[src/rtl/core/byte_ring_buffer_top_defines.svh]
// assertion macros shared by the byte ring buffer rtl
`ifndef BYTE_RING_BUFFER_TOP_DEFINES_SVH
`define BYTE_RING_BUFFER_TOP_DEFINES_SVH

// same-cycle implication, clocked on clk, off while rst_n is low
`define BRB_ASSERT_SAME(label, ante, cons, msg) \
  label: assert property (@(posedge clk) disable iff (!rst_n) (ante) |-> (cons)) \
    else $error(msg);

// next-cycle implication, clocked on clk, off while rst_n is low
`define BRB_ASSERT_NEXT(label, ante, cons, msg) \
  label: assert property (@(posedge clk) disable iff (!rst_n) (ante) |=> (cons)) \
    else $error(msg);

`endif

[src/rtl/core/brb_pkg.sv]
// shared constants, codes and payload types of the byte ring buffer
package brb_pkg;

  localparam int DEPTH = 64;
  localparam int PTR_W = $clog2(DEPTH);
  localparam int CNT_W = 6;
  localparam int BYTE_W = 8;

  localparam logic [1:0] CMD_WRITE = 2'd0;
  localparam logic [1:0] CMD_READ  = 2'd1;
  localparam logic [1:0] CMD_DROP  = 2'd2;

  typedef enum logic [1:0] {
    ST_OK      = 2'd0,
    ST_REFUSED = 2'd1,
    ST_DROPPED = 2'd2
  } status_t;

  typedef struct packed {
    logic [1:0]        cmd;
    logic              start_req;
    logic [CNT_W-1:0]  length;
    logic [BYTE_W-1:0] write_byte;
  } brb_in_t;

  typedef struct packed {
    status_t           status;
    logic [CNT_W-1:0]  count;
    logic [BYTE_W-1:0] read_byte;
    logic              last;
    logic [CNT_W-1:0]  used_count;
    logic [CNT_W-1:0]  free_count;
  } brb_out_t;

endpackage

[src/rtl/core/brb_ram.sv]
// generic single-write, single-read ram with registered read data
module brb_ram #(
  parameter int WIDTH = 8,
  parameter int DEPTH = 64
) (
  input  logic                     clk,
  input  logic                     wr_en,
  input  logic [$clog2(DEPTH)-1:0] wr_addr,
  input  logic [WIDTH-1:0]         wr_data,
  input  logic                     rd_en,
  input  logic [$clog2(DEPTH)-1:0] rd_addr,
  output logic [WIDTH-1:0]         rd_data
);

  logic [WIDTH-1:0] mem_r [DEPTH];

  always_ff @(posedge clk) begin
    if (wr_en) begin
      mem_r[wr_addr] <= wr_data;
    end
    if (rd_en) begin
      rd_data <= mem_r[rd_addr];
    end
  end

endmodule

[src/rtl/core/byte_ring_buffer_top.sv]
// byte ring buffer top level: pointer and transaction control around the byte ram
// A command is taken when start is high and busy is low, and each result shows
// for one cycle with out_valid high, in the cycle after the command or byte that
// caused it; the receiver cannot stall. A write byte, a drop, a refused or empty
// read and an unused command each give one result. A read of n bytes issues one
// ram read per cycle through the single read port, busy stays high after acceptance
// until the last ram read is issued, and the n bytes come out on consecutive
// cycles. The ram holds DEPTH bytes, at most DEPTH-1 of them in use. It needs no
// clearing pass after reset: a read only ever reaches slots between tail and
// head, which have all been written first.
`include "byte_ring_buffer_top_defines.svh"

module byte_ring_buffer_top
  import brb_pkg::*;
(
  input  logic     clk,
  input  logic     rst_n,
  input  logic     start,
  output logic     busy,
  input  brb_in_t  in_data,
  output logic     out_valid,
  output brb_out_t out_data
);

  typedef enum logic [1:0] {
    S_IDLE = 2'b01,
    S_READ = 2'b10
  } state_t;

  localparam logic [CNT_W:0]   DEPTH_X = (CNT_W+1)'(DEPTH);
  localparam logic [CNT_W-1:0] MAX_USED = CNT_W'(DEPTH - 1);
  localparam logic [PTR_W-1:0] LAST_PTR = PTR_W'(DEPTH - 1);

  state_t            state_r, state_nxt;
  logic [PTR_W-1:0]  head_r, head_nxt;
  logic [PTR_W-1:0]  tail_r, tail_nxt;
  logic [PTR_W-1:0]  rd_ptr_r, rd_ptr_nxt;
  logic [CNT_W-1:0]  rd_left_r, rd_left_nxt;
  logic [CNT_W-1:0]  wrem_r, wrem_nxt;
  logic              wref_r, wref_nxt;
  logic              out_vld_r, out_vld_nxt;
  status_t           res_status_r, res_status_nxt;
  logic [CNT_W-1:0]  res_count_r, res_count_nxt;
  logic              res_last_r, res_last_nxt;
  logic [CNT_W-1:0]  res_used_r, res_used_nxt;
  logic [CNT_W-1:0]  res_free_r, res_free_nxt;
  logic              res_rd_r, res_rd_nxt;

  logic              accept;
  logic [CNT_W:0]    used_x;
  logic [CNT_W-1:0]  used;
  logic [CNT_W-1:0]  free;
  logic [CNT_W:0]    tail_sum;
  logic [PTR_W-1:0]  tail_adv;
  logic              wr_en;
  logic              rd_en;
  logic [PTR_W-1:0]  rd_addr;
  logic [BYTE_W-1:0] rd_data;

  function automatic logic [PTR_W-1:0] adv1(input logic [PTR_W-1:0] p);
    return (p == LAST_PTR) ? '0 : p + 1'b1;
  endfunction

  assign busy   = (state_r == S_READ);
  assign accept = start && !busy;

  assign used_x = (head_r >= tail_r) ? ((CNT_W+1)'(head_r) - (CNT_W+1)'(tail_r))
                                     : (DEPTH_X + (CNT_W+1)'(head_r) - (CNT_W+1)'(tail_r));
  assign used = used_x[CNT_W-1:0];
  assign free = MAX_USED - used;

  // tail moved by a whole read or drop, wrapped once
  always_comb begin
    tail_sum = (CNT_W+1)'(tail_r) + (CNT_W+1)'(in_data.length);
    if (tail_sum >= DEPTH_X) begin
      tail_sum = tail_sum - DEPTH_X;
    end
    tail_adv = tail_sum[PTR_W-1:0];
  end

  assign rd_addr = (state_r == S_READ) ? rd_ptr_r : tail_r;

  always_comb begin
    state_nxt      = state_r;
    head_nxt       = head_r;
    tail_nxt       = tail_r;
    rd_ptr_nxt     = rd_ptr_r;
    rd_left_nxt    = rd_left_r;
    wrem_nxt       = wrem_r;
    wref_nxt       = wref_r;
    out_vld_nxt    = 1'b0;
    res_status_nxt = res_status_r;
    res_count_nxt  = res_count_r;
    res_last_nxt   = res_last_r;
    res_used_nxt   = res_used_r;
    res_free_nxt   = res_free_r;
    res_rd_nxt     = res_rd_r;
    wr_en          = 1'b0;
    rd_en          = 1'b0;
    unique case (state_r)
      S_IDLE: begin
        if (accept) begin
          out_vld_nxt    = 1'b1;
          res_status_nxt = ST_REFUSED;
          res_count_nxt  = '0;
          res_last_nxt   = 1'b1;
          res_used_nxt   = used;
          res_free_nxt   = free;
          res_rd_nxt     = 1'b0;
          unique case (in_data.cmd)
            CMD_WRITE: begin
              if (in_data.start_req) begin
                if (in_data.length > free) begin
                  wrem_nxt     = in_data.length - 1'b1;
                  wref_nxt     = (wrem_nxt != '0);
                  res_last_nxt = (wrem_nxt == '0);
                end else if (in_data.length == '0) begin
                  wrem_nxt       = '0;
                  wref_nxt       = 1'b0;
                  res_status_nxt = ST_OK;
                end else begin
                  wr_en          = 1'b1;
                  head_nxt       = adv1(head_r);
                  wrem_nxt       = in_data.length - 1'b1;
                  wref_nxt       = 1'b0;
                  res_status_nxt = ST_OK;
                  res_count_nxt  = CNT_W'(1);
                  res_last_nxt   = (wrem_nxt == '0);
                  res_used_nxt   = used + 1'b1;
                  res_free_nxt   = free - 1'b1;
                end
              end else if (wrem_r == '0) begin
                // stray byte with no open transaction
                res_status_nxt = ST_REFUSED;
              end else if (wref_r) begin
                wrem_nxt       = wrem_r - 1'b1;
                wref_nxt       = (wrem_nxt != '0);
                res_status_nxt = ST_DROPPED;
                res_last_nxt   = (wrem_nxt == '0);
              end else begin
                wr_en          = 1'b1;
                head_nxt       = adv1(head_r);
                wrem_nxt       = wrem_r - 1'b1;
                res_status_nxt = ST_OK;
                res_count_nxt  = CNT_W'(1);
                res_last_nxt   = (wrem_nxt == '0);
                res_used_nxt   = used + 1'b1;
                res_free_nxt   = free - 1'b1;
              end
            end
            CMD_READ: begin
              if (in_data.length > used) begin
                res_status_nxt = ST_REFUSED;
              end else if (in_data.length == '0) begin
                res_status_nxt = ST_OK;
              end else begin
                // first byte issued now, the rest streamed from rd_ptr_r
                rd_en          = 1'b1;
                tail_nxt       = tail_adv;
                rd_ptr_nxt     = adv1(tail_r);
                rd_left_nxt    = in_data.length - 1'b1;
                res_status_nxt = ST_OK;
                res_count_nxt  = CNT_W'(1);
                res_last_nxt   = (rd_left_nxt == '0);
                res_used_nxt   = used - in_data.length;
                res_free_nxt   = free + in_data.length;
                res_rd_nxt     = 1'b1;
                if (rd_left_nxt != '0) begin
                  state_nxt = S_READ;
                end
              end
            end
            CMD_DROP: begin
              if (in_data.length > used) begin
                res_status_nxt = ST_REFUSED;
              end else begin
                tail_nxt       = tail_adv;
                res_status_nxt = ST_DROPPED;
                res_count_nxt  = in_data.length;
                res_used_nxt   = used - in_data.length;
                res_free_nxt   = free + in_data.length;
              end
            end
            default: begin
              res_status_nxt = ST_REFUSED;
            end
          endcase
        end
      end
      S_READ: begin
        out_vld_nxt   = 1'b1;
        rd_en         = 1'b1;
        rd_ptr_nxt    = adv1(rd_ptr_r);
        rd_left_nxt   = rd_left_r - 1'b1;
        res_count_nxt = res_count_r + 1'b1;
        res_last_nxt  = (rd_left_nxt == '0);
        if (rd_left_nxt == '0) begin
          state_nxt = S_IDLE;
        end
      end
      default: begin
        state_nxt = S_IDLE;
      end
    endcase
  end

  always_ff @(posedge clk) begin
    if (!rst_n) begin
      state_r   <= S_IDLE;
      head_r    <= '0;
      tail_r    <= '0;
      rd_left_r <= '0;
      wrem_r    <= '0;
      wref_r    <= 1'b0;
      out_vld_r <= 1'b0;
    end else begin
      state_r   <= state_nxt;
      head_r    <= head_nxt;
      tail_r    <= tail_nxt;
      rd_left_r <= rd_left_nxt;
      wrem_r    <= wrem_nxt;
      wref_r    <= wref_nxt;
      out_vld_r <= out_vld_nxt;
    end
  end

  always_ff @(posedge clk) begin
    rd_ptr_r     <= rd_ptr_nxt;
    res_status_r <= res_status_nxt;
    res_count_r  <= res_count_nxt;
    res_last_r   <= res_last_nxt;
    res_used_r   <= res_used_nxt;
    res_free_r   <= res_free_nxt;
    res_rd_r     <= res_rd_nxt;
  end

  brb_ram #(
    .WIDTH(BYTE_W),
    .DEPTH(DEPTH)
  ) u_ram (
    .clk    (clk),
    .wr_en  (wr_en),
    .wr_addr(head_r),
    .wr_data(in_data.write_byte),
    .rd_en  (rd_en),
    .rd_addr(rd_addr),
    .rd_data(rd_data)
  );

  assign out_valid = out_vld_r;

  always_comb begin
    out_data.status     = res_status_r;
    out_data.count      = res_count_r;
    out_data.read_byte  = res_rd_r ? rd_data : '0;
    out_data.last       = res_last_r;
    out_data.used_count = res_used_r;
    out_data.free_count = res_free_r;
  end

  `BRB_ASSERT_NEXT(a_accept_gives_result, accept, out_valid,
                   "accepted transaction gave no result")
  `BRB_ASSERT_NEXT(a_stream_gives_result, busy, out_valid && res_rd_r,
                   "streaming read cycle gave no byte")
  `BRB_ASSERT_SAME(a_stream_left, state_r == S_READ, rd_left_r != '0,
                   "read stream active with nothing left")
  `BRB_ASSERT_SAME(a_counts_sum, out_valid,
                   out_data.used_count + out_data.free_count == MAX_USED,
                   "used and free counts disagree")

endmodule

[config.mk]
export PLATFORM = sky130hd
export DESIGN_NAME = byte_ring_buffer_top
export DESIGN_NICKNAME = d
export VERILOG_FILES = /design/src/rtl/core/brb_pkg.sv /design/src/rtl/core/brb_ram.sv /design/src/rtl/core/byte_ring_buffer_top.sv
export VERILOG_INCLUDE_DIRS = /design/src /design/src/rtl/core
export SDC_FILE = /design/constraint.sdc
export NUM_CORES = 1
export LEC_CHECK = 0
export BUFFER_PORTS_ARGS = -buffer_cell sky130_fd_sc_hd__buf_4
export CAP_MARGIN = 30
export CORE_MARGIN = 3
export CORE_UTILIZATION = 39
export DETAILED_ROUTE_END_ITERATION = 10
export PLACE_DENSITY = 0.57
export SLEW_MARGIN = 20
export SYNTH_ARGS = -nofsm -noshare
export SYNTH_HDL_FRONTEND = slang
export SYNTH_SLANG_ARGS = --single-unit
[constraint.sdc]
create_clock -name clk -period 4.55 [get_ports clk]
set_clock_uncertainty 0.1 [all_clocks]
set_input_delay 0 -clock clk [delete_from_list [all_inputs] [get_ports clk]]
set_output_delay 0 -clock clk [all_outputs]
set_load 0.02 [all_outputs]
---- After elaboration in Yosys (flattened, before gate mapping) ----
Memories as Yosys holds them, arrays and structs flattened. A register that Yosys moved wholly into a read port is not among the register bits.
Cells that the tools add are included.
cells by class
  magnitude comparators ................... 4
  eq/ne operators ......................... 20
  reductions and logical operators ........ 19
  $add $sub $neg .......................... 17
  multiplexer cells ....................... 100
operators by type and width
  cell                                                                 count
  6-bit 2-to-1 mux                                                     46
  6-bit one-hot mux with 3 select lines                                3
  6-bit one-hot mux with 2 select lines                                4
  6-bit by 1-bit adder with 6-bit output (second input constant)       5
  6-bit zero test                                                      5
  1-bit 2-to-1 mux                                                     30
  6-bit by 1-bit subtractor with 6-bit output (second input constant)  5
  2-bit inequality test (second input constant)                        11
  2-bit 2-to-1 mux                                                     10
  6-bit equality test (second input constant)                          3
  6-bit subtractor                                                     3
  6-bit > comparator                                                   2
  6-bit AND reduction                                                  2
  6-bit nonzero test                                                   2
  8-bit 2-to-1 mux                                                     1
  1-bit one-hot mux with 2 select lines                                4
  6-bit by 6-bit adder with 7-bit output                               1
  7-bit >= comparator (second input constant)                          1
  7-bit AND reduction                                                  1
  1-bit by 6-bit adder with 6-bit output (first input constant)        1
  6-bit adder                                                          1
  6-bit >= comparator                                                  1
  2-bit one-hot mux with 3 select lines                                1
  6-bit subtractor (first input constant)                              1
  other kinds (11)                                                     16
storage, ports and cells
  input bits .............................. 20
  bits in writable memories ............... 512
  memories ................................ 1
  word-level logic and storage cells ...... 175
  bits in registers ....................... 56
  output and inout port bits .............. 31
memory list
  name         words  bits a word  read ports  clocked after Yosys merged registers in  wr ports  RTL line       RTL
  u_ram.mem_r  64     8            1           1                                        1         brb_ram.sv:15  logic [WIDTH-1:0] mem_r [DEPTH];

---- Depth between registers and ports, before layout ----
  depth after elaboration ................. 12
  depth in mapped cells ................... 17
  depth with buffers taken out ............ 14

---- By module ----
A second synthesis with hierarchy kept.
second synthesis, totals
  cells, all modules ...................... 1532
  area total of the unflattened synthesis .. 25057.8 sq um
by module, submodules not included
  module                seq. area each (sq um)  times used  cells each  area each (sq um)
  brb_ram               15615.0                 1           972         20270.7
  byte_ring_buffer_top  1401.3                  1           560         4787.1

---- Worst setup path before layout ----
No wires, ideal clock.
  path type ............................... reg2reg
  start point ............................. register tail_r[1]
  end point ............................... memory u_ram.mem_r[10][0], enable pin
  clock period less this slack ............ 4.771 ns
  path buffers ............................ 3
  stages on the path, launching flop included .. 17
  data required time ...................... 4.080 ns
  library setup time ...................... 0.370 ns
  data arrival time ....................... 4.300 ns
  setup slack ............................. -0.221 ns
  path through ............................ dfxtp_1 -> clkbuf_1 -> inv_1 -> ha_1 -> nor2b_1 -> o31a_1 -> a311oi_1 -> inv_1 -> ha_1 -> buf_6 -> or4_4 -> o21a_1 -> a21boi_4 -> nor3_4 -> buf_6 -> nand3_1 -> nor2_1
between the ends
  cells in the longest elaborated chain, start to end .. 11
  elaborated cells on any way between the ends .. 13
  classes of those cells .................. 3 x add/sub; 2 x order compare; 8 x mux
ends and longest elaborated chain
  what                                            RTL line                     RTL
  start, declared                                 byte_ring_buffer_top.sv:36   logic [PTR_W-1:0] tail_r, tail_nxt;
  start signal, assigned                          byte_ring_buffer_top.sv:219  tail_r <= tail_nxt;
  6-bit subtractor, or another cell as far along  byte_ring_buffer_top.sv:68   : (DEPTH_X + (CNT_W+1)'(head_r) - (CNT_W+1)'(tail_r));
  6-bit 2-to-1 mux (*)                            byte_ring_buffer_top.sv:67   assign used_x = (head_r >= tail_r) ? ((CNT_W+1)'(head_r) - (CNT_W+1)'(tail_r))
  6-bit subtractor (*)                            byte_ring_buffer_top.sv:70   assign free = MAX_USED - used;
  6-bit > comparator (*)                          byte_ring_buffer_top.sv:113  if (in_data.length > free) begin
  1-bit 2-to-1 mux (*)                            byte_ring_buffer_top.sv:113
  1-bit 2-to-1 mux (*)                            byte_ring_buffer_top.sv:112  if (in_data.start_req) begin
  1-bit 2-to-1 mux (*)                            byte_ring_buffer_top.sv:110  unique case (in_data.cmd)
  1-bit 2-to-1 mux (*)                            byte_ring_buffer_top.sv:102  if (accept) begin
  1-bit 2-to-1 mux (*)                            byte_ring_buffer_top.sv:100  unique case (state_r)
  1-bit 2-to-1 mux (*)                            brb_ram.sv:18                if (wr_en) begin
  1-bit 2-to-1 mux (not written as such) (*)      brb_ram.sv:19                mem_r[wr_addr] <= wr_data;
  end, declared                                   brb_ram.sv:15
Mark *: on every way between the ends. The rest lies on a longest branch, timed or not.

---- Final worst setup path ----
  start point ............................. register tail_r[1]
  end point ............................... memory u_ram.mem_r[30][0], enable pin
The elaborated chain is that of the path after synthesis.

==> run_results.csv <==
group,metric,value,unit
run_status,status,"completed",
power_and_ir_drop,finalPower,0.0108,W
critical_path,worstPathArrival,4.58,ns
route,drt_pre_antenna_iters,5,
clock_tree,cts_inserted_buffers,56,
synthesis,synth_ff_type,"edfxtp_1",
route,dr.first_iter.drc_count,1714,
power_and_ir_drop,p_switching,0.00240,W
timing,hold_violations,0,
synthesis,synth.distinct_cells,84,
clock_tree,cts_max_path_buffers,3,
clock_tree,clock_latency,0.62,ns
global_routing,antenna_found_initial,0,
synthesis,synth-seq-area-share,68.0,%
critical_path,worstSetupPathType,"flip-flop to flip-flop",
timing,relSlewSlack,32.0,%
clock_tree,cts_tree,"yes",
clock_tree,htree_levels,2,
synthesis,synthMuxAreaShare,7.47,%
synthesis,ys_warn_count,0,
global_routing,grt_pass1_vias,15400,
route,vias,15700,
critical_path,r2r_end,"u_ram.mem_r[30][0]",
synthesis,synthAdderAreaFrac,2.32,%
synthesis,synth_compound_area_share,8.65,%
synthesis,synth_xor_area_share,1.30,%
critical_path,critPathSlowestCell,"or4_4",
synthesis,syn_area_per_cell,14.5,um^2
critical_path,path_delay_family,"simple AND/OR/NAND/NOR gates",
route,wl,68300,um
synthesis,synthArstFlopShare,0,%
route,wire_per_inst,24.8,um
worst_hold_path,hold_path_end,"head_r[0]",
critical_path,reg2reg_depth,15,
synthesis,syn_nets,1791,
place,io_buffers,50,
critical_path,crit_path_cell_trace,"inv_1 > ha_1 > nor2b_2 > o31a_1 > a311oi_2 > inv_1 > ha_1 > or4_4 > o21a_1 > a21boi_4 > nor3_4 > buf_12 > or3b_1 > buf_6 > nor2_4",
global_routing,grt_use_total,20.4,%
place,dp_hpwl,42500,um
power_and_ir_drop,p_seq_share,54.0,%
clock_tree,numClockSinks,576,
floorplanning,start_util,39.5,%
route,drc,0,
floorplanning,boundaryPins,51,
worst_hold_path,min_from,"rst_n",
synthesis,synth_area_leader_cell,"edfxtp_1",
timing,period_needed,4.38,ns
timing,fmaxAchievable,228,MHz
synthesis,synth-simple-area-share,9.59,%
layout,diodes,0,
global_routing,grt_pass1_wl,102000,um
power_and_ir_drop,power_leakage,10.0,nW
timing,hold-worst-slack,0.204,ns
floorplanning,die_w,259,um
place,dp_cells,2623,
worst_hold_path,hold_path.class,"input port to flip-flop",
floorplanning,die_h,259,um
power_and_ir_drop,pwr-share-clk,40.7,%
route,route.antenna.remaining_nets,0,
timing,setup_viol_count_final,0,
critical_path,path_buf_inv,4,
critical_path,start_kind,"flip-flop",
critical_path,r2r-start,"tail_r[1]",
synthesis,synthTopCellsByArea,"edfxtp_1 66%, mux4_2 5.8%, nand2_1 3.6%",
timing,setup-tns-final,0,ns
global_routing,gr-total-overflow,0,
worst_hold_path,worstHoldPathCells,3,
synthesis,synth_top_family_by_area,"simple AND/OR/NAND/NOR gates",
timing,rsz0062_at_grt,"false",
global_routing,grt_max_degree,79,
timing,drv_slew,0,
synthesis,ys_seq_elements,576,
clock_tree,clkTransAtPathRegs,0.06,ns
timing,timing.final.crit_share,96.3,%
floorplanning,core_area,63300,um^2
synthesis,synthCells,1727,
critical_path,reg2reg_slack,0.17,ns
critical_path,worstSetupEndpointType,"flip-flop",
place,gp_congestion,0.908,
timing,worstMarginPinSlew,1.02,ns
power_and_ir_drop,comb_power_share,5.3,%
synthesis,synth_edf_count,548,
power_and_ir_drop,vdd_ir_drop_max,0.325,mV
power_and_ir_drop,powerDensity,373,nW/um^2
power_and_ir_drop,swShare,22.2,%
floorplanning,std_cell_rows,92,
synthesis,netlist_area,25000,um^2
critical_path,worstPathRequired,4.75,ns
floorplanning,die-area,67200,um^2
layout,finalNetCount,1923,
critical_path,max_stage_delay,0.56,ns
layout,utilization,45.9,%
layout,area_delta_synth_final,16.0,%
route,viasPerCell,5.69,
clock_tree,cts_root_buffer,"clkbuf_16",
synthesis,yosys.area.top_type_share,65.8,%
job,maxCapViolCount,0,
power_and_ir_drop,p_int,0.00842,W
layout,drive_above_1_share,18.8,%
critical_path,critPathMaxFanout,8,
layout,stdcell_count,2749,
power by group through the flow:
stage	clock network [W]	registers [W]	logic, W
floorplan	0	0.00597	0.000282
global placement	0	0.00596	0.000554
detailed placement	0	0.00596	0.000557
CTS	0.00450	0.00584	0.000573
global route	0.00472	0.00584	0.000623
finish	0.00440	0.00584	0.000579
metal layers:
metal | share of wire (%) | track usage [%] | vias to the layer above
met5 | 0 | 0 | -
met4 | 2.4 | 5.75 | 0
met3 | 8.3 | 3.53 | 99
met2 | 46 | 31.8 | 685
met1 | 43 | 29.4 | 7904
li1 | - | - | 6962
cell usage in the layout, fill, tap and decap left out, types with 20 or more instances in the layout:
| cell type | synthesis | final |
|---|---|---|
| buf_4 | 11 | 144 |
| dlygate4sd3_1 | 0 | 20 |
| nor2_1 | 92 | 79 |
| edfxtp_1 | 548 | 548 |
| a31oi_1 | 59 | 59 |
| a21oi_1 | 31 | 30 |
| mux4_2 | 64 | 64 |
| inv_1 | 37 | 37 |
| nand2_1 | 242 | 242 |
| xnor2_1 | 26 | 26 |
| mux2i_1 | 39 | 37 |
| a32oi_1 | 26 | 26 |
| ha_1 | 40 | 39 |
| dfxtp_1 | 28 | 28 |
| nand3_1 | 72 | 72 |
| a22o_1 | 27 | 27 |
| o21ai_0 | 43 | 42 |
| clkbuf_16 | 0 | 57 |
cell type report:
cell class / instances / area, um^2
clock inverter: 33 / 263
tap: 846 / 1060
inverter: 38 / 143
fill: 5573 / 34300
sequential: 576 / 17000
multi-input combinational: 1008 / 7560
timing repair buffer: 179 / 1530
clock buffer: 69 / 1460
state kept, by name, summed over array words and instances, names as in the netlist:
register,cells
tail_r,6
wref_r,1
u_ram.rd_data,8
wrem_r,6
res_rd_r,1
u_ram.mem_r,512
rd_ptr_r,6
rd_left_r,6
head_r,6
res_status_r,2
res_count_r,6
res_last_r,1
out_valid,1
res_free_r,6
res_used_r,6
state_r,2
how the worst max path moves through the flow:
stage              start  cells past startpoint            endpoint
2_1_floorplan  tail_r[1]                     16  u_ram.mem_r[11][0]
3_3_place_gp   head_r[0]                     15  u_ram.mem_r[50][0]
3_5_place_dp   head_r[0]                     15  u_ram.mem_r[50][0]
4_1_cts        head_r[0]                     15  u_ram.mem_r[50][0]
5_1_grt        tail_r[1]                     15  u_ram.mem_r[30][5]
6_report       tail_r[1]                     15  u_ram.mem_r[30][0]
through the flow:
stage / setup slack (ns) / area, um^2
after floorplan: -0.108 / 25100
after global placement: 0.175 / 27000
after detailed placement: 0.123 / 27000
after CTS: 0.112 / 29000
after global routing: 0.00804 / 29000
final: 0.170 / 29000
Yosys cell counts (6+ instances only):
cell type  count
edfxtp_1     548
nand2_1      242
nor2_1        92
nand3_1       72
mux4_2        64
a31oi_1       59
clkbuf_1      58
o21ai_0       43
ha_1          40
mux2i_1       39
inv_1         37
a21oi_1       31
dfxtp_1       28
a22o_1        27
a32oi_1       26
xnor2_1       26
buf_2         23
o22ai_1       16
nand2b_1      13
nor3_1        13
a21o_1        12
buf_4         11
xor2_1        11
a221oi_1      10
and2_1        10
nand4_1       10
a32o_1         9
nor4_1         9
a211oi_1       8
a22oi_1        8
nor2_2         8
or3_1          8
buf_6          7
nor2b_1        7
nand3b_1       6
o21a_1         6
o31ai_1        6
cell families after synthesis:
| family | after synthesis |
|---|---|
| xor+xnor | 37 |
| buf+inv | 143 |
| fa+ha+maj | 44 |
| mux | 106 |
| compound gates | 303 |
| simple gates | 518 |
| flops | 576 |
worst min-delay path, stage by stage:
cell and delay (ns):
dlygate4sd3_1 0.54, buf_4 0.20, o211a_1 0.12
repair_timing:
action	4_1_cts	5_1_grt
hold buffers	20	0
buffers inserted	0	3
endpoints found under the hold margin	547	0
endpoints found under the setup margin	0	119
gates resized for setup	0	4
(Power assumes the default switching activity.)
